$ cat src/hdl/b58_pkg.sv
// Package: shared types, constants and the character map of the base58 encoder.
package b58_pkg;

  localparam int DIGIT_W     = 6;
  localparam int CARRY_W     = 9;
  localparam int ACC_W       = 14;
  localparam int BASE        = 58;
  localparam int RECIP       = 18079;   // ceil(2^20 / 58)
  localparam int RECIP_SHIFT = 20;
  localparam int RECIP_W     = 15;
  localparam int PROD_W      = ACC_W + RECIP_W;
  localparam int MAX_OUT     = 45;
  localparam int OUT_CNT_W   = 6;
  localparam int CHAR_W      = 7;

  localparam logic [CHAR_W-1:0] CHAR_ONE = 7'h31;

  localparam logic [7:0] ALPHA [0:BASE-1] = '{
    "1", "2", "3", "4", "5", "6", "7", "8", "9",
    "A", "B", "C", "D", "E", "F", "G", "H", "J", "K", "L", "M", "N", "P", "Q", "R", "S",
    "T", "U", "V", "W", "X", "Y", "Z",
    "a", "b", "c", "d", "e", "f", "g", "h", "i", "j", "k", "m", "n", "o", "p", "q", "r",
    "s", "t", "u", "v", "w", "x", "y", "z"
  };

  typedef struct packed {
    logic shift;
    logic clear;
  } cell_ctrl_t;

  typedef enum logic [4:0] {
    S_ACCEPT = 5'b00001,
    S_DRAIN  = 5'b00010,
    S_SKIP   = 5'b00100,
    S_EMIT   = 5'b01000,
    S_CLEAR  = 5'b10000
  } state_t;

  function automatic logic [CHAR_W-1:0] b58_char(input logic [DIGIT_W-1:0] d);
    logic [DIGIT_W-1:0] idx;
    logic [7:0]         c;
    idx = (d > DIGIT_W'(BASE - 1)) ? DIGIT_W'(BASE - 1) : d;
    c = ALPHA[idx];
    return c[CHAR_W-1:0];
  endfunction

endpackage

$ cat src/hdl/b58_cell.sv
// Digit cell: one base-58 digit, folds an incoming carry and passes the next carry up.
module b58_cell
  import b58_pkg::*;
(
  input  logic                clk,
  input  logic                rst,
  input  cell_ctrl_t          ctrl,
  input  logic                cin_valid,
  input  logic [CARRY_W-1:0]  cin,
  input  logic [DIGIT_W-1:0]  shift_in,
  output logic [DIGIT_W-1:0]  digit,
  output logic                cout_valid,
  output logic [CARRY_W-1:0]  cout
);

  logic [ACC_W-1:0]   acc;
  logic [PROD_W-1:0]  prod;
  logic [CARRY_W-1:0] quo;
  logic [ACC_W-1:0]   rem_full;

  // digit*256 + carry, then divide by 58 through the reciprocal
  assign acc      = {digit, 8'b0} + ACC_W'(cin);
  assign prod     = PROD_W'(acc) * PROD_W'(RECIP);
  assign quo      = prod[RECIP_SHIFT +: CARRY_W];
  assign rem_full = acc - ACC_W'(quo) * ACC_W'(BASE);

  always_ff @(posedge clk) begin
    if (rst || ctrl.clear) begin
      digit <= '0;
    end else if (ctrl.shift) begin
      digit <= shift_in;
    end else if (cin_valid) begin
      digit <= rem_full[DIGIT_W-1:0];
    end
  end

  always_ff @(posedge clk) begin
    if (rst) begin
      cout_valid <= 1'b0;
    end else begin
      cout_valid <= cin_valid;
    end
    cout <= quo;
  end

endmodule

$ cat config.mk
export PLATFORM = sky130hd
export DESIGN_NAME = b58_cell
export DESIGN_NICKNAME = d
export VERILOG_FILES = /design/src/hdl/b58_pkg.sv /design/src/hdl/b58_cell.sv
export SDC_FILE = /design/constraint.sdc
export NUM_CORES = 1
export LEC_CHECK = 0
export BUFFER_PORTS_ARGS = -buffer_cell sky130_fd_sc_hd__buf_2
export CAP_MARGIN = 20
export CORE_ASPECT_RATIO = 0.6
export CORE_MARGIN = 2
export CORE_UTILIZATION = 40
export CTS_CLUSTER_SIZE = 14
export DETAILED_ROUTE_END_ITERATION = 12
export GPL_TIMING_DRIVEN = 0
export PLACE_DENSITY = 0.53
export SLEW_MARGIN = 20
export SYNTH_ARGS = -nofsm -noshare
export SYNTH_HDL_FRONTEND = slang
export SYNTH_SLANG_ARGS = --single-unit
$ cat constraint.sdc
create_clock -name clk -period 21.3 [get_ports clk]
set_input_delay 3.195 -clock clk [delete_from_list [all_inputs] [get_ports clk]]
set_output_delay 3.195 -clock clk [all_outputs]
set_load 0.05 [all_outputs]
==> metrics.cfg <==
[yosys]
synth-edff-count=0
synth_mux_area_share_pct=0.8956
ys_types=34
synthFlopType=dfxtp_1
synth_top_family_by_area=adder cells
syn_inst=465
netlist.area_leader.share_pct=37.50
synth_adder_area_share_pct=63.92
yosysTopAreaCell=ha_1
avgSynthCellArea_um2=9.614
ys_ff_latch=16
synth_fp_nets=678
yosysSeqAreaShare_pct=7.165
async_flop_share_pct=0
synthXorXnorAreaFrac_pct=4.898
synth.cell_area_um2=4471
yosysMostFrequentCell=ha_1
synth-simple-area-share_pct=5.877
synthTopCellsByCount=ha_1, inv_1, fa_1, nor2_1, xnor2_1
synth_compound_area_share_pct=6.577
synth_area_leaders=ha_1, fa_1, inv_1, dfxtp_1, xnor2_1
yosysWarnings=0

[critical_path]
cp_slowest_cell=o21ai_0
required_ps=21440
max_stage_delay_ps=610
end_kind=flop
rr_startpoint=digit[0]
critical-path-top-delay-family=adder cells
cp_common_cell=ha_1
crit_type=input port to flop
crit_start=cin[8]
cp-start-kind=input port
critPathArrivalTime_ps=11640
cp_max_fo=4
worst-path-buf-inv=5

[sta]
period_share_pct=53.97
drv_slew=0
rsz0062_at_grt=no
fmax_mhz=86.99
period_needed_ps=11500
setup_tns_ps=0
setup_viol=0
hold_viol=0
worst-slew-pin-transition_ps=987.8
max_slew_margin_pct=33.67
fin_hold_ws_ps=608.9
skew_ps=0.8002

[cts]
cts_tree=done
clk_pin_slew_ps=50
clkLatencyLatePin_ps=250
cts_resized=0
post-cts-setup-buffer-count=0
cts.sinks=16
clockRootBuffer=clkbuf_16
h-tree-depth=1
cts_hold_buf=0
numCtsBuffers=3
clock_path_buffers=2

[die]
die_y_um=85.89
core-area_um2=10740
rows=29
start_util_pct=41.62
ios=36
fp.dieW_um=140.5
die-area_um2=12070

[place]
hpwlAfterDp_mm=8.600
place_congestion=0.8683
port_buffers=33

[global_route]
grt_pass1_wl_mm=16.47
overflow=0
first_global_vias=3189
grt_max_degree=11
track_usage_pct=17.33
antenna_found_initial=0

[cells_and_area]
drive_gt1_share_pct=8.964
syn_to_final_growth_pct=9.628
nets=716

[drt]
viasPerCell=4.693
wl_mm=9.292
antenna_left=0
wire_per_inst_um=14.47
drc=0
first_pass_iters=4
first_iter_violations=113
num_vias=3013

[hold_path]
hold_path_class=flop to flop
min-delay-start=digit[4]

[flow_run]
drv_cap=0

[outcome]
status=finished, final reports clean

registers in the layout, indices dropped and copies added, names as in the netlist:
signal	count
cout	9
cout_valid	1
digit	6
final timing paths:
check,endpoint,slack (ps),depth (start not counted)
worst min register to register,digit[4],610,2
worst min-delay path,digit[4],610,2
worst max-delay path,digit[5],9800,33
worst max register to register,digit[5],12510,32
metrics by stage:
| step | area [um^2] | setup WS (ps) | instances | util (%) |
|---|---|---|---|---|
| after floorplan | 4471 | 10890 | 465 | - |
| after global placement | 4810 | 9771 | 637 | 44.78 |
| after detailed placement | 4810 | 9667 | 637 | 44.78 |
| after CTS | 4898 | 9917 | 641 | 45.61 |
| after global routing | 4898 | 9408 | 641 | 45.61 |
| final | 4901 | 9804 | 642 | 45.63 |
layout make-up:
| cell class | instances | area (um^2) |
|---|---|---|
| Antenna cell | 1 | 2.502 |
| Buffer | 2 | 7.507 |
| Clock buffer | 4 | 88.84 |
| Fill cell | 1060 | 5839 |
| Inverter | 125 | 469.2 |
| Multi-Input combinational cell | 322 | 3674 |
| Sequential cell | 16 | 320.3 |
| Tap cell | 139 | 173.9 |
| Timing Repair Buffer | 33 | 165.2 |
cell usage in the layout (no fill, tap or decap), types with 2 or more instances in the layout:
cell / n
a211o_1: 2
a211oi_1: 3
a21o_1: 4
a21oi_1: 15
a21oi_2: 2
and2_1: 2
buf_2: 33
clkbuf_1: 2
clkbuf_16: 3
dfxtp_1: 16
fa_1: 59
ha_1: 134
inv_1: 125
mux2i_1: 4
nand2_1: 10
nand2b_1: 2
nand3_1: 7
nand4_1: 3
nor2_1: 22
nor2b_1: 3
nor3_1: 2
o21a_1: 2
o21ai_0: 8
or2_2: 3
xnor2_1: 17
xor2_1: 8
layer usage:
metal	vias up	GRT usage, %	share of wire (%)
met3	4	1.284	3.6
li1	1558	-	-
met1	1406	28.65	58
met4	0	1.727	0.39
met2	45	25.22	38
met5	-	0	0
worst min-delay path, delay by kind of cell (launching register included):
family	cells	cell delay, ps
AO/OA/AOI/OAI	1	80
flip-flops	1	350
multiplexers	1	140
kinds of logic after synthesis:
group                    Yosys count
adder cells (fa/ha/maj)          193
buffers and inverters            127
AND/OR/NAND/NOR                   56
AO/OA/AOI/OAI                     44
XOR/XNOR                          25
flip-flops                        16
multiplexers                       4
Power is not shown: default switching activity piles up to over one toggle a cycle in this logic, so the estimate is an artifact.
